==> src/hdl/hvlrd_pkg.sv <==
// ---------------------------------------------------------------------------
// hvlrd_pkg: shared types and constants for the line-run detector
// Sizes, register codes, queue word and result word formats.
// ---------------------------------------------------------------------------
package hvlrd_pkg;

   // Frame limits and field widths
   localparam int MAX_WIDTH  = 1024;
   localparam int MAX_HEIGHT = 1024;
   localparam int POS_W      = 10;
   localparam int CNT_W      = 11;
   localparam int PIX_W      = 8;
   localparam int COL_AW     = $clog2(MAX_WIDTH);

   localparam logic [CNT_W-1:0] CNT_MAX      = '1;
   localparam logic [CNT_W-1:0] WIDTH_LIMIT  = CNT_W'(MAX_WIDTH);
   localparam logic [CNT_W-1:0] HEIGHT_LIMIT = CNT_W'(MAX_HEIGHT);
   localparam logic [PIX_W-1:0] SET_PIXEL    = 8'hFF;

   // Register reset values
   localparam logic [CNT_W-1:0] FRAME_WIDTH_RST  = 11'd640;
   localparam logic [CNT_W-1:0] FRAME_HEIGHT_RST = 11'd480;
   localparam logic [CNT_W-1:0] H_MIN_RUN_RST    = 11'd20;
   localparam logic [CNT_W-1:0] V_MIN_RUN_RST    = 11'd15;

   // Result buffer sizing
   localparam int OUT_DEPTH = 4;
   localparam int OUT_AW    = $clog2(OUT_DEPTH);
   localparam int OUT_LW    = $clog2(OUT_DEPTH + 1);
   localparam logic [OUT_LW-1:0] OUT_ROOM = OUT_LW'(OUT_DEPTH - 2);

   typedef enum logic {
      DIR_HORZ = 1'b0,
      DIR_VERT = 1'b1
   } dir_type;

   typedef enum logic [1:0] {
      CSR_FRAME_WIDTH  = 2'd0,
      CSR_FRAME_HEIGHT = 2'd1,
      CSR_H_MIN_RUN    = 2'd2,
      CSR_V_MIN_RUN    = 2'd3
   } csr_addr_type;

   typedef struct packed {
      logic [CNT_W-1:0] frame_width;
      logic [CNT_W-1:0] frame_height;
      logic [CNT_W-1:0] h_min_run;
      logic [CNT_W-1:0] v_min_run;
   } cfg_type;

   // Classified pixel, front to back
   typedef struct packed {
      logic             set;
      logic             h_emit;
      logic [POS_W-1:0] h_start;
      logic [POS_W-1:0] row;
      logic [POS_W-1:0] col;
      logic             last_row;
   } item_type;

   typedef struct packed {
      dir_type          direction;
      logic [POS_W-1:0] line_index;
      logic [POS_W-1:0] run_start;
      logic [POS_W-1:0] run_stop;
      logic             last;
   } result_type;

   typedef struct packed {
      logic              busy;
      logic [OUT_LW-1:0] out_level;
   } bk_status_type;

   // Clamp a frame size into 1..limit
   function automatic logic [CNT_W-1:0] clamp_size(input logic [CNT_W-1:0] v,
                                                  input logic [CNT_W-1:0] limit);
      logic [CNT_W-1:0] r;
      if (v == '0) begin
         r = CNT_W'(1);
      end else if (v > limit) begin
         r = limit;
      end else begin
         r = v;
      end
      return r;
   endfunction

endpackage

==> src/hdl/hvlrd_queue.sv <==
// ---------------------------------------------------------------------------
// hvlrd_queue: two-word queue between front and back
// Lets the front keep taking pixels while the back waits on output room.
// ---------------------------------------------------------------------------
module hvlrd_queue import hvlrd_pkg::*; (
   input  logic     clock,
   input  logic     reset,
   input  logic     push,
   input  item_type push_item,
   output logic     full,
   input  logic     pop,
   output logic     head_valid,
   output item_type head_item
);

   item_type   slot_ff [2];
   logic       wr_ptr_ff, wr_ptr_in;
   logic       rd_ptr_ff, rd_ptr_in;
   logic [1:0] cnt_ff, cnt_in;

   assign full       = cnt_ff == 2'd2;
   assign head_valid = cnt_ff != 2'd0;
   assign head_item  = slot_ff[rd_ptr_ff];

   // Advance pointers and fill level
   always_comb begin
      wr_ptr_in = push ? !wr_ptr_ff : wr_ptr_ff;
      rd_ptr_in = pop ? !rd_ptr_ff : rd_ptr_ff;
      cnt_in    = cnt_ff + 2'(push) - 2'(pop);
   end

   always_ff @(posedge clock) begin
      if (reset) begin
         wr_ptr_ff <= 1'b0;
         rd_ptr_ff <= 1'b0;
         cnt_ff    <= '0;
      end else begin
         wr_ptr_ff <= wr_ptr_in;
         rd_ptr_ff <= rd_ptr_in;
         cnt_ff    <= cnt_in;
      end
   end

   // Store the incoming word
   always_ff @(posedge clock) begin
      if (push) begin
         slot_ff[wr_ptr_ff] <= push_item;
      end
   end

endmodule

==> config.mk <==
export PLATFORM = sky130hd
export DESIGN_NAME = hvlrd_queue
export DESIGN_NICKNAME = d
export VERILOG_FILES = /design/src/hdl/hvlrd_pkg.sv /design/src/hdl/hvlrd_queue.sv
export SDC_FILE = /design/constraint.sdc
export NUM_CORES = 1
export LEC_CHECK = 0
export ABC_AREA = 0
export BUFFER_PORTS_ARGS = -buffer_cell sky130_fd_sc_hd__buf_4
export CAP_MARGIN = 20
export CORE_MARGIN = 3
export CORE_UTILIZATION = 49
export DETAILED_ROUTE_END_ITERATION = 16
export HOLD_SLACK_MARGIN = 0.02
export PLACE_DENSITY = 0.72
export SLEW_MARGIN = 0
export SYNTH_ARGS = -nofsm -noshare
export SYNTH_HDL_FRONTEND = slang
export SYNTH_SLANG_ARGS = --single-unit
==> constraint.sdc <==
create_clock -name clock -period 3.8 [get_ports clock]
set_input_delay 0.19 -clock clock [delete_from_list [all_inputs] [get_ports clock]]
set_output_delay 0.19 -clock clock [all_outputs]
set_load 0.01 [all_outputs]
# Word level (Yosys, flattened, before mapping)

Memories as Yosys holds them, arrays and structs flattened. A register that Yosys moved wholly into a read port is not among the register bits.
Index checks and enable logic that the tools add are counted.

$add $sub $neg: 2
Multipliers: 0
Divide/modulo/power cells: 0
Order comparisons: 0
Equal/unequal tests: 1
Shift operators: 0
Multiplexer cells: 4
Bitwise gates (word level): 0
Reductions and logical operators: 3

Operators with widths:

| operator                                    | number |
|---|---|
| 1-bit 2-to-1 mux                            | 4 |
| 2-bit by 1-bit adder with 2-bit output      | 1 |
| 2-bit equality test (second input constant) | 1 |
| 1-bit logical NOT                           | 2 |
| 2-bit nonzero test                          | 1 |
| 2-bit by 1-bit subtractor with 2-bit output | 1 |

Bits in registers: 4
Latch bits: 0
RAM bits: 66
Memory bits (read-only): 0
Bits of input ports: 37
Output and inout bits: 35
Logic and storage cells: 14
Memories: 1

Memories:

| memory  | words | bits a word | rd ports | clocked after memory_dff | wr ports | RTL line          | text |
|---|---|---|---|---|---|---|---|
| slot_ff | 2     | 33          | 1        | 1                        | 1        | hvlrd_queue.sv:16 | `item_type slot_ff [2];` |

# Logic depth before layout (Yosys ltp)

Gate-level depths: netlist of run 1.

Depth after elaboration: 3
Gate-level depth with buffers: 6
Mapped depth without buffers: 6

# Worst setup path after synthesis of run 1

No wires, ideal clock.

Path type: flip-flop to flip-flop
From: register wr_ptr_ff
To: memory slot_ff[0][0] in the netlist's numbering, enable pin
Library setup time: 0.427 ns
Arrival time: 1.812 ns
Data required time: 3.373 ns
Setup slack: 1.561 ns
Cell stages (with the launch flop): 2
Buffers on the path: 0
Clock period less this slack: 2.239 ns
Path through: dfxtp_1 nor2b_1

RTL lines:

| item                   | RTL line          | text |
|---|---|---|
| from (decl)            | hvlrd_queue.sv:17 | `logic wr_ptr_ff, wr_ptr_in;` |
| from (signal assigned) | hvlrd_queue.sv:38 | `wr_ptr_ff <= wr_ptr_in;` |
| to (decl)              | hvlrd_queue.sv:16 |  |

Straight into the memory's write port.

==> impl_metrics.py, run 1 <==
metrics = {
    "setup_path": {
        "timing.rr.end": "slot_ff[1][25]$_DFFE_PP_",
        "cp.depth": 2,
        "r2r_setup_slack_ns": 2.16,
        "cp_cell_sequence": "mux2_2, buf_4",
        "r2r_cells": 2,
        "r2r_start": "wr_ptr_ff$_SDFFE_PP0P_",
        "cp.arrival_ns": 1.91,
        "cp-end-kind": "primary output",
        "cpLargestDelayFamily": "flip-flops",
        "cp-start-kind": "register",
        "cp_num_buf_inv": 1,
        "slowest_stage": "dfxtp_2",
        "worstPathRequired_ns": 3.61,
        "timing_worst_setup_path_type": "register to primary output",
        "slowest_delay_ns": 1.03,
        "critical_path.max_fanout": 33,
    },
    "synthesis": {
        "yosysWarnings": 0,
        "synth_top_area_cell": "edfxtp_1",
        "syn_avg_cell_area_sq_um": 22.2,
        "synthFlopType": "edfxtp_1",
        "synth_edf_count": 66,
        "synth.distinct_cells": 14,
        "syn_area_sq_mm": 0.00276,
        "syn-num-nets": 163,
        "ys_top_cells_by_area": "edfxtp_1 72%, mux2_4 16%, dfxtp_1 3.6%",
        "synth_most_common_cell": "edfxtp_1",
        "synth-seq-cells": 71,
        "ys_top_cells_by_count": "66 x edfxtp_1, 30 x mux2_4, 5 x dfxtp_1",
        "synth-seq-area-share_pct": 75.5,
        "synth_top_area_share_pct": 71.9,
        "synth_async_sr_flop_share_pct": 0,
        "synthCells": 124,
    },
    "worst_hold_path": {
        "hold_class": "input port to register",
        "whs_path_depth": 1,
        "hp-start": "push_item[19]",
        "min_to": "slot_ff[0][19]$_DFFE_PP_",
    },
    "floorplan": {
        "core_area_sq_mm": 0.00527,
        "fp.dieArea_sq_mm": 0.00656,
        "die_w_um": 81,
        "ios": 72,
        "start_util_pct": 52.3,
        "die_y_um": 81,
        "rows": 26,
    },
    "clock_network": {
        "cts_tree": "done",
        "cts_buffers": 9,
        "clk_pin_slew_ns": 0.06,
        "clockBufferDepth": 2,
        "insertion_delay_ns": 0.31,
        "holdBufCountCts": 0,
        "root_buffer": "clkbuf_8",
        "htree_levels": 3,
        "cts_setup_buffers": 0,
        "cts_resized": 0,
        "cts.sinks": 71,
    },
    "timing": {
        "finalCritPeriodShare_pct": 55.2,
        "whs_ns": 0.0559,
        "fin_crit_ns": 2.10,
        "setup_viol_count_final": 0,
        "worst_pin_slew_ns": 1.06,
        "rsz0062_at_grt": "no",
        "timing.fmax_ghz": 0.476,
        "finalHoldViolations": 0,
        "finalSetupTns_ns": 0,
        "max_slew_margin_pct": 29.2,
        "fin_skew_ns": 0.00314,
        "maxSlewViolCount": 0,
    },
    "global_routing": {
        "grt_pass1_vias": 1370,
        "overflow": 0,
        "grt_max_degree": 34,
        "grt_usage_pct": 14.1,
        "antenna_found_initial": 0,
        "grt_pass1_wl_mm": 6.60,
    },
    "layout": {
        "layout.nets": 242,
        "n_antenna_cell": 0,
        "fillers": 387,
        "register_area_sq_mm": 0.00208,
        "multi_input_area_sq_um": 603,
        "fin_util_pct": 65.7,
        "layout-drive-gt1-share_pct": 57.6,
        "syn_to_final_growth_pct": 25.6,
    },
    "pwr": {
        "powerDensity_mw_per_mm2": 473,
        "peakVddDrop_mv": 0.275,
        "leakagePower_nw": 1.38,
    },
    "route": {
        "vias_per_cell": 4.81,
        "vias": 1323,
        "postRouteAntennaNets": 0,
        "wl_per_cell_um": 15.9,
        "wirelength_mm": 4.38,
        "drtIter0Drc": 63,
        "first_pass_iters": 4,
        "drc": 0,
    },
    "run_status": {
        "outcome": "finished, final reports clean",
    },
    "placement": {
        "portBuffers": 71,
        "dp_hpwl_mm": 3.08,
        "place_congestion": 0.663,
    },
    "job": {
        "maxCapViolCount": 0,
    },
}
[state kept, by name, indices dropped and copies added (netlist names), named ones only]
name       count
cnt_ff         2
rd_ptr_ff      1
wr_ptr_ff      1
slot_ff       66
[worst max-delay path by stage]
stage	startpoint	end	slack, ns
2_1_floorplan	wr_ptr_ff$_SDFFE_PP0P_	slot_ff[0][0]$_DFFE_PP_	1.56
3_3_place_gp	register	head_item[0]	2.03
3_5_place_dp	register	head_item[32]	2.01
4_1_cts	register	head_item[32]	1.65
5_1_grt	register	head_item[0]	1.58
6_report	register	head_item[32]	1.70
[cell type report]
cell class              instances  share of cell area, %
flip-flops and latches         71                   60.2
well taps                      70                   2.53
clock buffers                   9                   3.58
multi-input cells              47                   17.4
inverters                       2                  0.217
clock inverters                 4                  0.470
repair buffers                 72                   15.6
[cell usage in the layout, fill, tap and decap left out, types with 3 or more instances in the layout]
| cell | netlist | layout |
|---|---|---|
| mux2_2 | 3 | 3 |
| clkbuf_8 | 0 | 9 |
| nor2_1 | 4 | 4 |
| mux2_4 | 30 | 30 |
| buf_4 | 0 | 72 |
| dfxtp_1 | 5 | 4 |
| clkinv_1 | 0 | 3 |
| edfxtp_1 | 66 | 66 |
[through the flow]
step	power, W	setup slack [ns]	instance area [sq um]	std cells
after global placement	0.00121	2.03	3320	262
after global routing	0.00171	1.58	3460	275
final	0.00164	1.70	3460	275
after floorplan	0.00110	1.56	2760	124
after CTS	0.00166	1.65	3460	275
after detailed placement	0.00122	2.01	3320	262
[report_power, final]
group	switching, W	total [W]	internal [W]
Clock	0.000227	0.000445	0.000218
Combinational	0.0000908	0.000248	0.000157
Sequential	0.0000339	0.000946	0.000912
[logic make-up (layout without fill, tap and decap cells)]
group	after synthesis	in the layout	share of synthesized area, %
multiplexers	33	33	17.6
adder cells (fa/ha/maj)	2	2	0.908
flip-flops	71	71	75.5
AND/OR/NAND/NOR	9	9	1.68
buffers and inverters	6	87	2.86
XOR/XNOR	3	3	1.45
[per-layer routing]
metal / track usage [%] / up-vias / wire (um)
li1: - / 630 / -
met4: 7.09 / 0 / 40
met3: 3.44 / 5 / 236
met2: 23.3 / 43 / 2350
met1: 17.2 / 645 / 1750
met5: 0 / - / 0
Note: power is estimated with default switching activity, not from simulation.
==> inputs of run 2 (changes only) <==
- CORE_UTILIZATION: 49 -> 47
- clock period: 3.8 -> 1.85 ns (I/O delays scaled with it)
==> run 2 against run 1 <==
Compared with the run above:
- largest cell class unchanged
- wire length rose by 13%
- design area is 13% higher
- final cell count up 16%
- first-iteration DRC count fell by 25%
- critical path depth is 1 higher
- global-route usage rose by 2.2 points
- utilization up 4.3 points
- critical path type unchanged
==> impl_metrics.py, run 2 (same netlist as run 1, synthesis figures left out) <==
metrics = {
    "run_status": {
        "outcome": "finished, final reports clean",
    },
    "timing": {
        "max_slew_margin_pct": 73.7,
        "finalCritPeriodShare_pct": 86.6,
        "fin_skew_ns": 0.00398,
        "finalSetupTns_ns": 0,
        "maxSlewViolCount": 0,
        "worst_pin_slew_ns": 0.394,
        "timing.fmax_ghz": 0.624,
        "finalHoldViolations": 0,
        "rsz0062_at_grt": "no",
        "setup_viol_count_final": 0,
        "fin_crit_ns": 1.60,
        "whs_ns": 0.0506,
    },
    "clock_network": {
        "clk_pin_slew_ns": 0.07,
        "cts_resized": 0,
        "cts.sinks": 71,
        "cts_tree": "done",
        "root_buffer": "clkbuf_8",
        "clockBufferDepth": 2,
        "cts_setup_buffers": 0,
        "holdBufCountCts": 35,
        "htree_levels": 3,
        "insertion_delay_ns": 0.33,
        "cts_buffers": 9,
    },
    "layout": {
        "largest_register": "slot_ff",
        "largest_reg_flops": 66,
        "layout.nets": 282,
        "layout.cells.non_filler": 320,
        "final_cell_mix": "77 x buf_4, 66 x edfxtp_1, 35 x dlygate4sd3_1",
        "final_common_cell": "buf_4",
        "top_regs": "slot_ff (66), cnt_ff (2)",
        "syn_to_final_growth_pct": 42.4,
        "layout-drive-gt1-share_pct": 51.6,
        "n_antenna_cell": 0,
        "fillers": 379,
    },
    "floorplan": {
        "die_y_um": 82.6,
        "core_area_sq_mm": 0.00561,
        "fp.dieArea_sq_mm": 0.00682,
        "start_util_pct": 49.2,
        "ios": 72,
        "die_w_um": 82.6,
        "rows": 27,
    },
    "global_routing": {
        "grt_max_degree": 23,
        "antenna_found_initial": 0,
        "grt_pass1_vias": 1641,
        "grt_usage_pct": 16.2,
        "overflow": 0,
        "grt_pass1_wl_mm": 7.70,
    },
    "setup_path": {
        "timing_worst_setup_path_type": "register to primary output",
        "cp.arrival_ns": 1.51,
        "slowest_delay_ns": 0.35,
        "crit_top_cell": "buf_4",
        "timing.rr.end": "cnt_ff[1]$_SDFF_PP0_",
        "worstPathRequired_ns": 1.76,
        "r2r_setup_slack_ns": 0.47,
        "cp-end-kind": "primary output",
        "cp_cell_sequence": "buf_4, mux2_4, buf_4",
        "slowest_stage": "buf_4",
        "r2r_start": "cnt_ff[0]$_SDFF_PP0_",
        "r2r_cells": 6,
        "cp-start-kind": "register",
        "critical_path.max_fanout": 21,
    },
    "placement": {
        "dp.cells": 269,
        "portBuffers": 71,
        "place_congestion": 0.627,
        "dp_hpwl_mm": 3.29,
    },
    "route": {
        "vias_per_cell": 4.72,
        "postRouteAntennaNets": 0,
        "drc": 0,
        "wirelength_mm": 4.94,
        "vias": 1510,
        "first_pass_iters": 4,
        "drtIter0Drc": 47,
        "wl_per_cell_um": 15.4,
    },
    "pwr": {
        "powerDensity_mw_per_mm2": 976,
        "peakVddDrop_mv": 0.629,
        "leakagePower_nw": 1.59,
    },
    "worst_hold_path": {
        "hold_class": "input port to register",
        "whs_path_depth": 3,
        "hp-start": "pop",
    },
    "job": {
        "maxCapViolCount": 0,
    },
}
-- run 2: cell types whose count changed in the layout (fill, tap and decap cells not counted), moves of 2 or more --
cell           change
clkinvlp_4         +2
clkinv_1           -3
bufinv_16          +2
dlygate4sd3_1     +35
buf_4              +5
-- run 2: stage by stage --
stage	area [sq um]	power [W]	worst slack (ns)	utilization [%]
2_1_floorplan	2760	0.00227	0.236	-
3_3_place_gp	3360	0.00248	0.546	60.0
3_5_place_dp	3360	0.00251	0.473	60.0
4_1_cts	3930	0.00385	0.215	70.0
5_1_grt	3930	0.00398	0.163	70.0
6_report	3930	0.00383	0.248	70.0
-- run 2: routing by layer --
metal  global-route usage [%]  up-vias  part of all wire [%]
met5                        0        -                     0
met4                     9.48        0                   1.5
met3                     5.21        8                   5.6
met2                     28.4       50                    56
met1                     17.1      736                    37
li1                         -      716                     -
-- run 2: final cells by class --
cell class,count,area [sq um],area share [%]
Sequential cell,71,2080,53.1
Timing Repair Buffer,112,928,23.7
Multi-Input combinational cell,47,603,15.4
Clock buffer,10,128,3.25
Tap cell,72,90.1,2.30
Clock inverter,6,85.1,2.17
Inverter,2,7.51,0.191
-- run 2: worst max-delay path by stage --
stage / startpoint / to / cells past startpoint
global route: register / head_item[27] / 3
floorplan: wr_ptr_ff$_SDFFE_PP0P_ / slot_ff[0][0]$_DFFE_PP_ / 1
CTS: register / head_item[16] / 3
detailed placement: cnt_ff[0]$_SDFF_PP0_ / cnt_ff[1]$_SDFF_PP0_ / 6
finish: register / head_item[16] / 3
global placement: cnt_ff[0]$_SDFF_PP0_ / cnt_ff[1]$_SDFF_PP0_ / 6
-- run 2: worst max-delay path: cells and delay by family (launching register included) --
family / cells / cell delay, ns
multiplexers: 1 / 0.34
flip-flops: 1 / 0.32
buffers and inverters: 2 / 0.50
-- run 2: where the power goes --
part	internal, W	switching, W	total, W
sequential	0.00187	0.0000335	0.00191
clock	0.000754	0.000547	0.00130
combinational	0.000380	0.000245	0.000625
==> inputs of run 3 (changes only) <==
- CORE_MARGIN: 3 -> default
- CTS_CLUSTER_SIZE: default -> 14
==> run 3 against run 2 <==
Compared with the run above:
- global-route usage is 0.37 points lower
- non-clock buffer count is 2 lower
- clock skew rose by 0.00089 ns
- combinational power barely moved
- clock power fell by 15%
- critical path depth did not move
- first-iteration DRC count is 43% higher
- die area is 9.5% lower
- sequential share of layout area up 0.43 points
- via count shrank 1.7%
- highest routed layer unchanged
==> impl_metrics.py, run 3 (same netlist as run 1, synthesis figures left out) <==
metrics = {
    "worst_hold_path": {
        "hold_class": "input port to register",
        "hp-start": "pop",
    },
    "timing": {
        "maxSlewViolCount": 0,
        "rsz0062_at_grt": "no",
        "fin_skew_ns": 0.00487,
        "worst_pin_slew_ns": 0.252,
        "finalHoldViolations": 0,
        "max_slew_margin_pct": 83.2,
        "timing.fmax_ghz": 0.657,
        "finalCritPeriodShare_pct": 82.3,
        "fin_crit_ns": 1.52,
        "finalSetupTns_ns": 0,
        "setup_viol_count_final": 0,
    },
    "setup_path": {
        "slowest_delay_ns": 0.38,
        "slowest_stage": "mux2_2",
        "worstPathRequired_ns": 1.76,
        "cp-end-kind": "primary output",
        "cp.arrival_ns": 1.43,
        "cpLargestDelayFamily": "buffers and inverters",
        "cp_num_buf_inv": 2,
        "cp-start-kind": "register",
        "timing_worst_setup_path_type": "register to primary output",
        "r2r_start": "cnt_ff[0]$_SDFF_PP0_",
        "cp_cell_sequence": "buf_12, mux2_2, buf_4",
        "critical_path.max_fanout": 33,
    },
    "layout": {
        "top_regs": "slot_ff (66), cnt_ff (2)",
        "n_antenna_cell": 0,
        "register_area_sq_mm": 0.00208,
        "multi_input_area_sq_um": 603,
        "final_common_cell": "buf_4",
        "final_cell_mix": "75 x buf_4, 66 x edfxtp_1, 34 x dlygate4sd3_1",
        "largest_register": "slot_ff",
        "fillers": 377,
        "layout.nets": 280,
        "layout-drive-gt1-share_pct": 51.6,
        "fin_util_pct": 69.9,
        "largest_reg_flops": 66,
        "syn_to_final_growth_pct": 41.3,
    },
    "clock_network": {
        "cts_setup_buffers": 0,
        "cts_tree": "done",
        "clockBufferDepth": 2,
        "root_buffer": "clkbuf_8",
        "htree_levels": 3,
        "cts_resized": 0,
        "clk_pin_slew_ns": 0.06,
        "cts.sinks": 71,
        "insertion_delay_ns": 0.32,
        "cts_buffers": 9,
    },
    "global_routing": {
        "grt_pass1_vias": 1574,
        "grt_pass1_wl_mm": 7.08,
        "antenna_found_initial": 0,
        "grt_usage_pct": 15.9,
        "grt_max_degree": 34,
        "overflow": 0,
    },
    "route": {
        "first_pass_iters": 4,
        "vias": 1485,
        "drc": 0,
        "wl_per_cell_um": 15.0,
        "postRouteAntennaNets": 0,
        "wirelength_mm": 4.76,
        "vias_per_cell": 4.67,
        "drtIter0Drc": 67,
    },
    "placement": {
        "place_congestion": 0.662,
        "dp_hpwl_mm": 3.06,
        "portBuffers": 71,
    },
    "floorplan": {
        "rows": 27,
        "ios": 72,
        "die_w_um": 78.6,
        "die_y_um": 78.6,
        "fp.dieArea_sq_mm": 0.00617,
        "start_util_pct": 49.5,
        "core_area_sq_mm": 0.00557,
    },
    "pwr": {
        "powerDensity_mw_per_mm2": 933,
        "peakVddDrop_mv": 0.669,
        "leakagePower_nw": 1.57,
    },
    "job": {
        "maxCapViolCount": 0,
    },
    "run_status": {
        "outcome": "finished, final reports clean",
    },
}
-- run 3: cell count changes in the layout (fill, tap and decap cells not counted) --
cell	change
dlygate4sd3_1	-1
buf_4	-2
buf_12	+1
clkbuf_8	+3
clkinvlp_4	-1
bufinv_16	-2
-- run 3: layout make-up --
class / count / share of cell area, %
Clock inverter: 3 / 0.450
Tap cell: 72 / 2.31
Inverter: 2 / 0.193
Clock buffer: 13 / 4.34
Timing Repair Buffer: 110 / 23.7
Multi-Input combinational cell: 47 / 15.5
Sequential cell: 71 / 53.5
-- run 3: per-stage QoR --
stage               area, sq um  power [W]  hold WS [ns]  setup slack (ns)  std cells
global route               3890    0.00378        0.0515             0.278        318
CTS                        3890    0.00367        0.0409             0.303        318
finish                     3890    0.00363        0.0574             0.328        318
floorplan                  2760    0.00227         0.164             0.236        124
global placement           3370    0.00249         0.278             0.542        268
detailed placement         3370    0.00251         0.282             0.429        268
-- run 3: report_power, final --
group	switching, W	total (W)	internal, W
Clock	0.000509	0.00110	0.000593
Sequential	0.0000363	0.00191	0.00187
Combinational	0.000242	0.000623	0.000381
Total	0.000787	0.00363	0.00285
-- run 3: timing repair --
item                                    4_1_cts  5_1_grt
endpoints found under the hold margin        71        0
endpoints found under the setup margin        0        0
hold buffers                                 34        0
-- run 3: layer usage --
metal	routed length, um	vias to the layer above	track usage [%]	share of wire, %
li1	-	707	-	-
met2	2660	39	29.8	56
met5	0	-	0	0
met3	184	2	3.60	3.9
met1	1890	737	17.1	40
met4	19	0	6.11	0.40
-- run 3: path summary, 6_finish.rpt --
check | slack, ns | endpoint | cells past startpoint
max reg2reg | 0.44 | cnt_ff[1]$_SDFF_PP0_ | 6
min | 0.06 | register | 3
min reg2reg | 0.53 | register | 2
max | 0.33 | head_item[1] | 3
-- run 3: worst reg2reg max path: cells and delay by family, from the launching register on --
kind	cells	cell delay, ns
XOR/XNOR	1	0.39
buffers and inverters	2	0.11
AND/OR/NAND/NOR	1	0.09
flip-flops	1	0.36
adder cells (fa/ha/maj)	2	0.40
