[config.mk]
export PLATFORM = sky130hd
export DESIGN_NAME = hvlrd_front
export DESIGN_NICKNAME = d
export VERILOG_FILES = /design/src/hdl/hvlrd_pkg.sv /design/src/hdl/hvlrd_front.sv
export SDC_FILE = /design/constraint.sdc
export NUM_CORES = 1
export LEC_CHECK = 0
export BUFFER_PORTS_ARGS = -buffer_cell sky130_fd_sc_hd__buf_2
export CORE_AREA = 2 2 123 125
export DETAILED_ROUTE_END_ITERATION = 6
export DIE_AREA = 0 0 125 127
export PLACE_DENSITY = 0.37
export REMOVE_ABC_BUFFERS = 1
export SETUP_SLACK_MARGIN = 0.02
export SLEW_MARGIN = 20
export SYNTH_ARGS = -nofsm -noshare
export SYNTH_HDL_FRONTEND = slang
export SYNTH_SLANG_ARGS = --single-unit
[constraint.sdc]
create_clock -name clock -period 3.25 [get_ports clock]
set_clock_uncertainty 0.2 [all_clocks]
set_input_delay 0.1625 -clock clock [delete_from_list [all_inputs] [get_ports clock]]
set_output_delay 0.1625 -clock clock [all_outputs]
set_load 0.01 [all_outputs]
[src/hdl/hvlrd_pkg.sv]
// ---------------------------------------------------------------------------
// hvlrd_pkg: shared types and constants for the line-run detector
// Sizes, register codes, queue word and result word formats.
// ---------------------------------------------------------------------------
package hvlrd_pkg;

   // Frame limits and field widths
   localparam int MAX_WIDTH  = 1024;
   localparam int MAX_HEIGHT = 1024;
   localparam int POS_W      = 10;
   localparam int CNT_W      = 11;
   localparam int PIX_W      = 8;
   localparam int COL_AW     = $clog2(MAX_WIDTH);

   localparam logic [CNT_W-1:0] CNT_MAX      = '1;
   localparam logic [CNT_W-1:0] WIDTH_LIMIT  = CNT_W'(MAX_WIDTH);
   localparam logic [CNT_W-1:0] HEIGHT_LIMIT = CNT_W'(MAX_HEIGHT);
   localparam logic [PIX_W-1:0] SET_PIXEL    = 8'hFF;

   // Register reset values
   localparam logic [CNT_W-1:0] FRAME_WIDTH_RST  = 11'd640;
   localparam logic [CNT_W-1:0] FRAME_HEIGHT_RST = 11'd480;
   localparam logic [CNT_W-1:0] H_MIN_RUN_RST    = 11'd20;
   localparam logic [CNT_W-1:0] V_MIN_RUN_RST    = 11'd15;

   // Result buffer sizing
   localparam int OUT_DEPTH = 4;
   localparam int OUT_AW    = $clog2(OUT_DEPTH);
   localparam int OUT_LW    = $clog2(OUT_DEPTH + 1);
   localparam logic [OUT_LW-1:0] OUT_ROOM = OUT_LW'(OUT_DEPTH - 2);

   typedef enum logic {
      DIR_HORZ = 1'b0,
      DIR_VERT = 1'b1
   } dir_type;

   typedef enum logic [1:0] {
      CSR_FRAME_WIDTH  = 2'd0,
      CSR_FRAME_HEIGHT = 2'd1,
      CSR_H_MIN_RUN    = 2'd2,
      CSR_V_MIN_RUN    = 2'd3
   } csr_addr_type;

   typedef struct packed {
      logic [CNT_W-1:0] frame_width;
      logic [CNT_W-1:0] frame_height;
      logic [CNT_W-1:0] h_min_run;
      logic [CNT_W-1:0] v_min_run;
   } cfg_type;

   // Classified pixel, front to back
   typedef struct packed {
      logic             set;
      logic             h_emit;
      logic [POS_W-1:0] h_start;
      logic [POS_W-1:0] row;
      logic [POS_W-1:0] col;
      logic             last_row;
   } item_type;

   typedef struct packed {
      dir_type          direction;
      logic [POS_W-1:0] line_index;
      logic [POS_W-1:0] run_start;
      logic [POS_W-1:0] run_stop;
      logic             last;
   } result_type;

   typedef struct packed {
      logic              busy;
      logic [OUT_LW-1:0] out_level;
   } bk_status_type;

   // Clamp a frame size into 1..limit
   function automatic logic [CNT_W-1:0] clamp_size(input logic [CNT_W-1:0] v,
                                                  input logic [CNT_W-1:0] limit);
      logic [CNT_W-1:0] r;
      if (v == '0) begin
         r = CNT_W'(1);
      end else if (v > limit) begin
         r = limit;
      end else begin
         r = v;
      end
      return r;
   endfunction

endpackage

[src/hdl/hvlrd_front.sv]
// ---------------------------------------------------------------------------
// hvlrd_front: pixel intake and classification
// Tracks raster position and the horizontal run, decides horizontal
// segments and hands each word to the queue.
// ---------------------------------------------------------------------------
module hvlrd_front import hvlrd_pkg::*; (
   input  logic             clock,
   input  logic             reset,
   input  cfg_type          cfg,
   input  logic             in_valid,
   input  logic [PIX_W-1:0] in_pixel,
   output logic             in_stall,
   input  logic             busy,
   input  logic             q_full,
   output logic             q_push,
   output item_type         q_item
);

   logic [POS_W-1:0] row_ff, row_in;
   logic [POS_W-1:0] col_ff, col_in;
   logic [CNT_W-1:0] h_cnt_ff, h_cnt_in;

   logic [CNT_W-1:0] width_c;
   logic [CNT_W-1:0] height_c;
   logic [CNT_W-1:0] col_ext;
   logic [CNT_W-1:0] row_ext;
   logic             last_col;
   logic             last_row;
   logic             set;
   logic             accept;

   // Hold off while the column memory clears or the queue is full
   assign in_stall = busy || q_full;
   assign accept   = in_valid && !in_stall;
   assign q_push   = accept;

   // Classify the pixel at the current position
   always_comb begin
      width_c  = clamp_size(cfg.frame_width, WIDTH_LIMIT);
      height_c = clamp_size(cfg.frame_height, HEIGHT_LIMIT);
      col_ext  = CNT_W'(col_ff);
      row_ext  = CNT_W'(row_ff);
      last_col = (col_ext + CNT_W'(1)) >= width_c;
      last_row = (row_ext + CNT_W'(1)) >= height_c;
      set      = in_pixel == SET_PIXEL;

      q_item.set      = set;
      q_item.h_emit   = !set && (h_cnt_ff >= cfg.h_min_run);
      q_item.h_start  = (h_cnt_ff > col_ext) ? '0 : POS_W'(col_ext - h_cnt_ff);
      q_item.row      = row_ff;
      q_item.col      = col_ff;
      q_item.last_row = last_row;
   end

   // Advance position and horizontal run
   always_comb begin
      row_in   = row_ff;
      col_in   = col_ff;
      h_cnt_in = h_cnt_ff;
      if (accept) begin
         if (!set) begin
            h_cnt_in = '0;
         end else if (h_cnt_ff != CNT_MAX) begin
            h_cnt_in = h_cnt_ff + CNT_W'(1);
         end
         if (last_col) begin
            h_cnt_in = '0;
            col_in   = '0;
            row_in   = last_row ? '0 : row_ff + POS_W'(1);
         end else begin
            col_in = col_ff + POS_W'(1);
         end
      end
   end

   always_ff @(posedge clock) begin
      if (reset) begin
         row_ff   <= '0;
         col_ff   <= '0;
         h_cnt_ff <= '0;
      end else begin
         row_ff   <= row_in;
         col_ff   <= col_in;
         h_cnt_ff <= h_cnt_in;
      end
   end

endmodule

Word level (Yosys, flattened, before mapping)
Index checks and enable logic that the tools add are counted.

Register bits after elaboration: 31. Input bits: 57. Logic and storage cells: 37.

Add/sub/neg operators: 6. $lt $le $gt $ge: 6. Equality and inequality tests: 3. Mux-type cells: 10. Reductions and logical operators: 9.

Operators by type and width (number): two-way mux 11 bit (7); greater-or-equal comparator 11 bit (3); two-way mux 10 bit (3); adder 10 x 1 -> 11 bit (second input constant) (2); greater-than comparator 11 bit (second input constant) (2); logical NOT 11 bit (2); adder 10 x 1 -> 10 bit (second input constant) (2); adder 11 x 1 -> 11 bit (second input constant) (1); greater-than comparator 11 x 10 -> 1 bit (1); != test 11 bit (second input constant) (1); subtractor 10 bit (1); == test 8 bit (second input constant) (1); AND reduction 2 bit (2); != test 3 x 2 -> 1 bit (second input constant) (1); logical AND 1 bit (2); logical NOT 1 bit (2); logical OR 1 bit (1).

Logic depth before layout (Yosys ltp)
Gate-level depths: netlist (run 1).

Depth in word-level cells: 6. Mapped depth: 12. Mapped depth without buffers: 12.

Least setup slack after synthesis (run 1)
Ideal clock, no wire load.

Path type: register -> register. Start: register row_ff[3]. End: register row_ff[6]. Data arrival time: 2723 ps. Slack: 231 ps. Stages on the path, launching flop included: 13. Buffers on the path: 0. Period minus slack after synthesis: 3019 ps. Path through: dfxtp_1 > and3_1 > nand3_2 > nor2_1 > nand3_1 > xnor2_2 > ha_1 > a21o_1 > a21oi_1 > o21ai_1 > a211oi_4 > nand2_4 > o41ai_2.

Longest elaborated chain between the ends: 3. Elaborated cells on any way between the ends: 4. Those cells by class: add/sub (2); order compare (1); mux (1).

RTL lines: from (decl) (line hvlrd_front.sv:19) `logic [POS_W-1:0] row_ff, row_in;`; from (signal assigned) (line hvlrd_front.sv:82) `row_ff <= row_in;`; adder 10 x 1 -> 11 bit (line hvlrd_front.sv:44) `last_row = (row_ext + CNT_W'(1)) >= height_c;`; greater-or-equal comparator 11 bit (line hvlrd_front.sv:44); two-way mux 10 bit (*) (line hvlrd_front.sv:69) `row_in = last_row ? '0 : row_ff + POS_W'(1);`.

Every way passes the cells marked *; elsewhere a longest branch is shown, timed or not. A chain may end at the register's enable or synchronous reset.

==> results.md, run 1 <==
* Outcome: complete, no violations
* Setup slack of the most critical reg-to-reg path at 0.27 ns
* Portion of the clock cycle consumed by the worst path in the final layout at 92.4%
* Later-pin clock latency in the skew report at 0.28 ns
* HPWL Detailed at 8.09 mm
* PD cells at 232 nW/µm²
* Distinct cell type count after synthesis at 63
* Via count of the first global-routing pass at 3395
* Initial core utilization at 22.9%
* Predominant post-synthesis flop cell: dfxtp_1
* DRC at 0
* Overflow left after global routing at 0
* Flops & latches, synth at 31
* Yosys warns at 0
* Count of hold buffers inserted by post-cts repair at 0
* Final Max Tran Viols at 0
* Clock Path Buffers at 2
* Area of the die at 15900 µm²
* Setup TNS at 0 ns
* Critical Setup Path Class: reg2out
* Post-Syn Instances at 423
* Standby leakage power at 1.98 nW
* Largest fanout of any net on the critical path at 4
* Vias after detailed routing at 3329
* Core area at 14400 µm²
* Worst voltage drop across the vdd grid at 0.000167 V
* Mean number of vias per cell at 4.71
* Placer's final routability congestion estimate at 0.813
* Antenna violations before repair at 0
* Number of sinks handled by clock tree synthesis at 31
* Post-layout utilization of the core at 29.0%
* First-pass GRT wire length at 16.5 mm
* Top-count cell post-synth: ha_1
* Library cell occupying the most area in the post-synthesis netlist: ha_1
* Drt pass-1 iters at 4
* Element type at the critical path end: output port
* Num CTS Buffers at 5
* Antenna Violating Nets Remaining at 0
* Required @ worst endpoint at 2.89 ns
* Data arrival, critical path at 2.64 ns
* Antenna cell count at 0
* Min Clock Period, post-route at 3.00 ns
* Commonest cells post-synth: 55 x ha_1, 39 x nor2_1, 38 x nand2_1
* Final setup viols at 0
* Num ports at 92
* Largest cells by area after synthesis: ha_1 21%, dfxtp_1 19%, nor2_1 4.4%, a21oi_1 4.4%, nand2_1 4.3%
* Clock tree from TritonCTS: yes
* CP Launch Type: flop
* FMAX at 0.333 GHz
* EDFF count, synth at 0
* Fin nets at 635
* Final count of hold timing violations at 0
* Count of buffers from port buffering at 80
* Standard-cell row count at 44
* Count of routing violations after the opening detailed-route iteration at 122
* Aggregate global-route resource usage at 12.5%
* WL final at 9.73 mm
* Post-synth top area share at 20.8%
* Class of the worst hold path: in2reg
* Routed wire length per instance at 13.8 µm
* Share of async-settable or async-resettable flops after synthesis at 0%
* Largest net degree at the start of global routing at 23
* Average instance area after synthesis at 7.80 µm²
* Die boundary height at 127 µm
* Tightest hold margin at 0.126 ns
* Post-CTS setup buffer count at 0
* Slew at the pin closest to its max-slew limit at 0.488 ns
* Number of resized instances in the post-cts repair step at 0
* Cell area after synthesis at 3300 µm²
* Clock-pin slew reported for the worst setup and hold paths after clock tree synthesis at 0.05 ns
* Reported max-cap violation count at 0
* Horizontal die dimension at 125 µm
* Number of levels in the clock H-tree at 2
* Setup repair after global routing missed its margin: no
* Cell chosen for the clock root: clkbuf_16
* Share of layout cells above drive strength 1 at 26.0%
* Area Growth Syn to Fin at 26.8%
* Headroom to the max-slew limit at 67.4%
* Register area share after synthesis at 18.8%
## per-stage QoR
step	setup slack [ns]	cells	cell area (µm²)	power, mW
2_1_floorplan	0.231	414	3240	0.460
3_3_place_gp	0.150	699	4030	0.522
3_5_place_dp	0.152	699	4030	0.524
4_1_cts	0.0684	707	4170	0.988
5_1_grt	0.0306	707	4180	1.02
6_report	0.248	707	4180	0.970
## worst paths after layout
path                                start     endpoint  cells past startpoint
worst max-delay path            row_ff[0]    q_item[0]                     11
worst min-delay path                reset    col_ff[3]                      2
worst max register to register  col_ff[1]  h_cnt_ff[9]                     12
worst min register to register  row_ff[1]    row_ff[1]                      2
## critical path: stages, from the launching register on
cell and delay [ns]:
dfxtp_1 0.41, ha_1 0.20, nand3_1 0.11, nor2_1 0.16, and3_1 0.28, xor2_1 0.10
ha_1 0.29, nand3_1 0.11, o21ai_1 0.41, a21oi_2 0.11, inv_1 0.08, buf_2 0.13
## where the power goes
| part | total (mW) | leakage, nW | switching (mW) | internal, mW |
|---|---|---|---|---|
| Clock | 0.455 | 0.0669 | 0.172 | 0.282 |
| Sequential | 0.383 | 0.250 | 0.00184 | 0.381 |
| Combinational | 0.132 | 1.66 | 0.0766 | 0.0553 |
## sequential cells by signal (all words and copies together), names as in the netlist
| signal | count |
|---|---|
| col_ff | 10 |
| row_ff | 10 |
| h_cnt_ff | 11 |
## cells by family after synthesis
| group | Yosys count | share of synthesized area (%) |
|---|---|---|
| and+or+nand+nor | 156 | 24.0 |
| AOI/OAI and AO/OA | 107 | 23.0 |
| adders and majority gates | 56 | 21.5 |
| buffers and inverters | 51 | 6.67 |
| DFF | 31 | 18.8 |
| xor gates and xnor gates | 22 | 6.07 |
## metal layers
layer | routed length [µm] | GRT usage, % | vias up
met5 | 0 | 0 | -
met2 | 4680 | 22.6 | 56
met3 | 304 | 1.88 | 8
met1 | 4620 | 15.6 | 1537
met4 | 122 | 2.75 | 0
li1 | - | - | 1728
## layout by cell type, fill, tap and decap left out, types with 3 or more instances in the layout
cell       netlist  routed
o31ai_2          3       3
o31ai_1          3       3
o21ai_1         11      11
clkbuf_16        0       5
o21a_1           5       5
nor3_1          10      10
and2_1           4       3
a21oi_1         29      28
nand2_1         38      38
buf_4            2      21
nor4_1           8       8
xor2_1           6       6
nand4_1          9       9
nor2_1          39      39
xnor2_1         15      15
a32oi_1          6       6
and3_1           5       5
ha_1            55      55
nand2b_1         3       3
a22oi_1          8       8
nand3_1         18      18
a21o_1           6       6
dfxtp_1         31      30
o21ai_0          6       6
buf_2            1      80
inv_1           37      37
a211oi_1         7       7
nor2b_1          8       8
## final cells by class
class	count	area (µm²)
Tap cell	184	230
Multi-Input combinational cell	341	2470
Inverter	42	160
Clock buffer	6	129
Fill cell	1615	10200
Sequential cell	31	622
Timing Repair Buffer	101	558
Clock inverter	2	12.5
Power figures use the tool's default switching activity.
==> inputs of run 2 (changes only) <==
--- a/config.mk
+++ b/config.mk
@@ -10,6 +10,7 @@
 export DETAILED_ROUTE_END_ITERATION = 6
 export DIE_AREA = 0 0 125 127
 export PLACE_DENSITY = 0.37
+export RECOVER_POWER = 100
 export REMOVE_ABC_BUFFERS = 1
 export SETUP_SLACK_MARGIN = 0.02
 export SLEW_MARGIN = 20
==> run 2 against run 1 <==
  * Design area fell by 1.6%
  * Critical endpoint is now q_item[24]
  * Non-clock buffer count did not move
  * Hold slack got worse by 0.0074 ns
==> results.md, run 2 (synthesis results as in run 1) <==
* Outcome: complete, no violations (unchanged)
* Drt pass-1 iters at 4 (unchanged)
* Clock-pin slew reported for the worst setup and hold paths after clock tree synthesis at 0.05 ns (about the same)
* HPWL Detailed at 8.09 mm (unchanged)
* Fillers at 1638 (was 1615)
* Core area at 14400 µm² (unchanged)
* Storage cell area at 622 µm² (unchanged)
* Aggregate global-route resource usage at 12.5% (unchanged)
* Data arrival, critical path at 2.64 ns (about the same)
* Reported max-cap violation count at 0 (unchanged)
* Area of the die at 15900 µm² (unchanged)
* Most frequent cells in the layout: 62 x buf_2, 55 x ha_1, 39 x nor2_1, 39 x nand2_1, 38 x inv_1 (was 80 x buf_2, 55 x ha_1, 39 x nor2_1)
* Later-pin clock latency in the skew report at 0.27 ns (was 0.28 ns)
* Area Growth Syn to Fin at 24.7% (was 26.8%)
* Commonest non-fill, non-tap cell in the layout: buf_2 (unchanged)
* Top Registers: h_cnt_ff: 11 flops, col_ff: 10 flops, row_ff: 10 flops (unchanged)
* Vias after detailed routing at 3319 (was 3329)
* First-pass GRT wire length at 16.5 mm (unchanged)
* Clock tree from TritonCTS: yes (unchanged)
* Count of hold buffers inserted by post-cts repair at 0 (unchanged)
* Number of levels in the clock H-tree at 2 (unchanged)
* Final count of hold timing violations at 0 (unchanged)
* Cell chosen for the clock root: clkbuf_16 (unchanged)
* Setup ws final at 0.252 ns (was 0.248 ns)
* Post-placement worst setup slack at 0.152 ns (unchanged)
* Critical path's slowest cell: dfxtp_1 (unchanged)
* Post-CTS setup buffer count at 0 (unchanged)
* Via count of the first global-routing pass at 3395 (unchanged)
* Routed wire length per instance at 13.8 µm (about the same)
* CP Launch Type: flop (unchanged)
* Headroom to the max-slew limit at 45.7% (was 67.4%)
* DRC at 0 (unchanged)
* Largest reg by FF count: h_cnt_ff (unchanged)
* Antenna violations before repair at 0 (unchanged)
* Cell repeated most along the worst path: o21a_1
* Final setup viols at 0 (unchanged)
* Initial core utilization at 22.9% (unchanged)
* Count of routing violations after the opening detailed-route iteration at 133 (was 122)
* Post-layout utilization of the core at 28.5% (was 29.0%)
* Overall power at 0.966 mW (was 0.970 mW)
* Slew at the pin closest to its max-slew limit at 0.813 ns (was 0.488 ns)
* Antenna cell count at 0 (unchanged)
* Fin nets at 635 (unchanged)
* Num ports at 92 (unchanged)
* Clock Path Buffers at 2 (unchanged)
* FMAX at 0.334 GHz (was 0.333 GHz)
* Placer's final routability congestion estimate at 0.813 (unchanged)
* Largest net degree at the start of global routing at 23 (unchanged)
* Footprint of the multi-input gates at 2450 µm² (was 2470 µm²)
* Number of sinks handled by clock tree synthesis at 31 (unchanged)
* Count of buffers from port buffering at 80 (unchanged)
* Critical Setup Path Class: reg2out (unchanged)
* Die boundary height at 127 µm (unchanged)
* Element type at the critical path end: output port (unchanged)
* Worst voltage drop across the vdd grid at 0.000166 V (was 0.000167 V)
* Standard-cell row count at 44 (unchanged)
* Class of the worst hold path: in2reg (unchanged)
* Largest delay share family, worst path: compound AO/OA/AOI/OAI gates (was simple AND/OR/NAND/NOR gates)
* Horizontal die dimension at 125 µm (unchanged)
* Count of buffer and inverter cells on the critical path at 2 (unchanged)
* Mean number of vias per cell at 4.69 (was 4.71)
* Delay contributed by the slowest stage of the critical path at 0.43 ns (was 0.41 ns)
* Num CTS Buffers at 5 (unchanged)
* Share of layout cells above drive strength 1 at 20.7% (was 26.0%)
* Overflow left after global routing at 0 (unchanged)
* Setup TNS at 0 ns (unchanged)
* Portion of the clock cycle consumed by the worst path in the final layout at 92.2% (was 92.4%)
* Largest fanout of any net on the critical path at 10 (was 4)
* Final Max Tran Viols at 0 (unchanged)
* Setup repair after global routing missed its margin: no (unchanged)
* Min Clock Period, post-route at 3.00 ns (about the same)
* Antenna Violating Nets Remaining at 0 (unchanged)
* Worst path cell trace: inv_2 > ha_1 > nor2b_1 > o21a_1 > o21ai_0 > a21oi_1 > o21a_1 > a211oi_1 > clkbuf_2 (was ha_1 > nand3_1 > nor2_1 > and3_1 > xor2_1 > ha_1 > nand3_1 > o21ai_1 > a21oi_2 > inv_1 > buf_2)
* Required @ worst endpoint at 2.89 ns (about the same)
* WL final at 9.75 mm (was 9.73 mm)
* Standby leakage power at 1.86 nW (was 1.98 nW)
* PD cells at 235 nW/µm² (was 232 nW/µm²)
* Flip-flop count of the largest register after layout at 11 (unchanged)
run 2: cell count changes in the layout (fill, tap and decap cells not counted), moves of 3 or more:
| cell | change |
|---|---|
| buf_4 | -8 |
| buf_2 | -18 |
| clkbuf_1 | +24 |
| o21ai_0 | +3 |
| o21ai_1 | -3 |
run 2: layer usage:
layer  up-vias  GRT usage, %  part of all wire [%]
li1       1726             -                     -
met1      1520          15.6                    47
met2        64          22.6                    48
met3         9          1.88                   3.7
met4         0          2.75                   1.3
met5         -             0                     0
run 2: path summary, 6_finish.rpt:
path                                 from          end  slack [ns]  cells after the start
worst max-delay path            col_ff[1]   q_item[24]        0.25                      9
worst min-delay path                reset    col_ff[5]        0.12                      2
worst max register to register  col_ff[0]  h_cnt_ff[9]        0.28                     12
worst min register to register  row_ff[1]    row_ff[1]        0.30                      2
run 2: area by class of cell:
cell class,count,share of cell area [%]
clock inverters,2,0.304
repair buffers,101,12.4
well taps,184,5.59
flip-flops and latches,31,15.1
multi-input cells,341,59.6
inverters,42,3.89
clock buffers,6,3.13
run 2: repair_timing:
action	in CTS	in global routing
setup endpoints to repair	0	10
resized for setup	0	4
hold endpoints to repair	0	0
run 2: report_power, final:
part           internal, mW  switching, mW
Clock                 0.282          0.172
Sequential            0.381        0.00164
Combinational        0.0533         0.0753
Total                 0.717          0.249
run 2: through the flow:
stage          std cells  hold slack [ns]  instance area (µm²)
6_report             707            0.119                 4120
5_1_grt              707            0.138                 4120
4_1_cts              707            0.124                 4170
3_5_place_dp         699            0.335                 4030
3_3_place_gp         699            0.331                 4030
2_1_floorplan        414           0.0316                 3240
==> inputs of run 3 (changes only) <==
==> constraint.sdc (replaced) <==
create_clock -name clock -period 3.25 [get_ports clock]
set_clock_uncertainty 0.2 [all_clocks]
set_input_delay 0.65 -clock clock [delete_from_list [all_inputs] [get_ports clock]]
set_output_delay 0.65 -clock clock [all_outputs]
set_load 0.01 [all_outputs]
==> run 3 against run 2 <==
  * Non-clock buffer count rose by 30
  * Die area did not move
  * Critical path depth rose by 2
  * Largest power group unchanged
  * Clock power rose by 2%
  * Critical path type unchanged
  * Count of clock-buffer cells in the layout did not move
  * Sequential cell count did not move
  * Utilization rose by 3.3 points
  * Wire length rose by 5.4%
==> results.md, run 3 (synthesis results as in run 1) <==
* Largest fanout of any net on the critical path at 3 (was 10)
* Critical Setup Path Class: reg2out (unchanged)
* Cell Count, Final, Fillers Out at 737 (was 707)
* Post-layout utilization of the core at 31.8% (was 28.5%)
* Number of placed instances with taps included at 714 (was 699)
* Largest net degree at the start of global routing at 22 (was 23)
* Share of power burned in the clock network at 46.4% (was 47.0%)
* Share of layout cells above drive strength 1 at 36.2% (was 20.7%)
* Final count of hold timing violations at 0 (unchanged)
* Overflow left after global routing at 0 (unchanged)
* Share of power burned in registers at 38.3% (was 39.7%)
* Hold wc startpoint: h_cnt_ff[0] (was reset)
* Overall power at 0.995 mW (was 0.966 mW)
* Sw Pwr at 0.265 mW (was 0.249 mW)
* Clock tree from TritonCTS: yes (unchanged)
* Final setup viols at 0 (unchanged)
* Num ports at 92 (unchanged)
* Later-pin clock latency in the skew report at 0.28 ns (was 0.27 ns)
* Mean number of vias per cell at 4.67 (was 4.69)
* HPWL Detailed at 8.17 mm (was 8.09 mm)
* WL final at 10.3 mm (was 9.75 mm)
* Proportion of power drawn by combinational gates at 15.3% (was 13.3%)
* Cell chosen for the clock root: clkbuf_16 (unchanged)
* Element type at the critical path end: output port (unchanged)
* Die boundary height at 127 µm (unchanged)
* Post-layout instance area at 4590 µm² (was 4120 µm²)
* Final Max Tran Viols at 0 (unchanged)
* Antenna cell count at 0 (unchanged)
* Count of routing violations after the opening detailed-route iteration at 120 (was 133)
* Data arrival, critical path at 2.33 ns (was 2.64 ns)
* Most frequent cells in the layout: 80 x buf_2, 52 x ha_1, 50 x buf_4 (was 62 x buf_2, 55 x ha_1, 39 x nor2_1, 39 x nand2_1, 38 x inv_1)
* Class of the worst hold path: reg2reg (was in2reg)
* Horizontal die dimension at 125 µm (unchanged)
* Initial core utilization at 22.9% (unchanged)
* Vias after detailed routing at 3439 (was 3319)
* Via count of the first global-routing pass at 3344 (was 3395)
* Portion of the clock cycle consumed by the worst path in the final layout at 97.9% (was 92.2%)
* FMAX at 0.314 GHz (was 0.334 GHz)
* Headroom to the max-slew limit at 65.7% (was 45.7%)
* Commonest non-fill, non-tap cell in the layout: buf_2 (unchanged)
* Reg2Reg Depth at 18 (was 12)
* Min Clock Period, post-route at 3.18 ns (was 3.00 ns)
* Hold endpoint: h_cnt_ff[0] (was col_ff[5])
* Top Registers: h_cnt_ff: 11 flops, col_ff: 10 flops, row_ff: 10 flops (unchanged)
* Setup repair after global routing missed its margin: yes (was no)
* Count of buffers from port buffering at 80 (unchanged)
* Launch point of the worst reg-to-reg path: row_ff[0] (was col_ff[0])
* Num CTS Buffers at 5 (unchanged)
* Placed Area at 4140 µm² (was 4030 µm²)
* First-pass GRT wire length at 16.4 mm (was 16.5 mm)
* Worst hold path stage count at 1 (was 2)
* Area Growth Syn to Fin at 39.0% (was 24.7%)
* Number of sinks handled by clock tree synthesis at 31 (unchanged)
* Clock-pin slew reported for the worst setup and hold paths after clock tree synthesis at 0.06 ns (was 0.05 ns)
* Standby leakage power at 2.14 nW (was 1.86 nW)
* Outcome: complete, no violations (unchanged)
* Slew at the pin closest to its max-slew limit at 0.514 ns (was 0.813 ns)
* Aggregate global-route resource usage at 12.5% (about the same)
* Clock Path Buffers at 2 (unchanged)
* Placer's final routability congestion estimate at 0.835 (was 0.813)
* Core area at 14400 µm² (unchanged)
* Switching share of power at 26.7% (was 25.7%)
* Largest reg by FF count: h_cnt_ff (unchanged)
* Antenna Violating Nets Remaining at 0 (unchanged)
* Setup TNS at 0 ns (unchanged)
* CP Launch Type: flop (unchanged)
* Routed wire length per instance at 13.9 µm (was 13.8 µm)
* Area of the die at 15900 µm² (unchanged)
* PD cells at 217 nW/µm² (was 235 nW/µm²)
* Flip-flop count of the largest register after layout at 11 (unchanged)
* Required @ worst endpoint at 2.40 ns (was 2.89 ns)
* Worst reg2reg path endpoint: row_ff[2] (was h_cnt_ff[9])
* Fin nets at 665 (was 635)
* Standard-cell row count at 44 (unchanged)
* Worst voltage drop across the vdd grid at 0.000142 V (was 0.000166 V)
* Antenna violations before repair at 0 (unchanged)
* DRC at 0 (unchanged)
* Internal power summed over all cells at 0.730 mW (was 0.717 mW)
* Number of levels in the clock H-tree at 2 (unchanged)
* Drt pass-1 iters at 4 (unchanged)
* Reported max-cap violation count at 0 (unchanged)
* Count of hold buffers inserted by post-cts repair at 0 (unchanged)
* Setup slack of the most critical reg-to-reg path at 0.16 ns (was 0.28 ns)
==> run 3: cell types whose count changed in the layout (fill, tap and decap cells not counted), sizes merged <==
cell,before,now
clkbuf,32,6
buf,75,131
==> run 3: stage by stage <==
| stage | setup slack [ns] | hold WS [ns] |
|---|---|---|
| detailed placement | -0.0464 | 0.314 |
| CTS | 0.0221 | 0.296 |
| global route | -0.0261 | 0.346 |
| finish | 0.0694 | 0.323 |
| global placement | -0.0616 | 0.312 |
| floorplan | 0.0276 | 0.295 |
==> run 3: area by class of cell <==
| cell class | instances | area, µm² |
|---|---|---|
| fill | 1612 | 9840 |
| clock buffer | 6 | 129 |
| timing repair buffer | 131 | 787 |
| sequential | 31 | 641 |
| tap | 184 | 230 |
| inverter | 42 | 163 |
| clock inverter | 2 | 12.5 |
| multi-input combinational | 341 | 2630 |
==> run 3: worst max path at each step <==
stage	startpoint	slack, ns	depth (start not counted)	to
floorplan	row_ff[3]	0.03	11	q_item[0]
global placement	cfg[28]	-0.06	11	q_item[0]
detailed placement	cfg[28]	-0.05	11	q_item[0]
CTS	row_ff[4]	0.02	12	q_item[0]
global route	row_ff[0]	-0.03	12	q_item[0]
finish	col_ff[0]	0.07	11	q_item[27]
==> run 3: power groups by stage <==
stage	Sequential, mW	Clock [mW]	Combinational [mW]
2_1_floorplan	0.392	0	0.0677
3_3_place_gp	0.391	0	0.137
3_5_place_dp	0.391	0	0.139
4_1_cts	0.383	0.473	0.146
5_1_grt	0.381	0.490	0.171
6_report	0.381	0.461	0.153
==> run 3: metal layers <==
metal,GRT usage [%],vias to the layer above,part of all wire [%]
met2,22.7,50,50
met3,1.97,6,3.3
met4,1.83,0,0.57
met5,0,-,0
met1,16.0,1594,46
li1,-,1789,-
==> run 3: worst max-delay path, cell delays in order (launching register included) <==
cell,delay [ns]
dfxtp_4,0.36
inv_4,0.07
ha_4,0.13
inv_2,0.04
fa_2,0.40
a21o_1,0.22
a21oi_4,0.21
o21bai_1,0.10
a21oi_1,0.16
xnor2_1,0.12
nor2b_1,0.13
buf_2,0.13
==> run 3: repair_timing <==
item,in CTS,in global routing
cloned,0,0
setup endpoints to repair,5,21
pin swaps,4,25
setup buffers,7,8
gates resized for setup,22,30
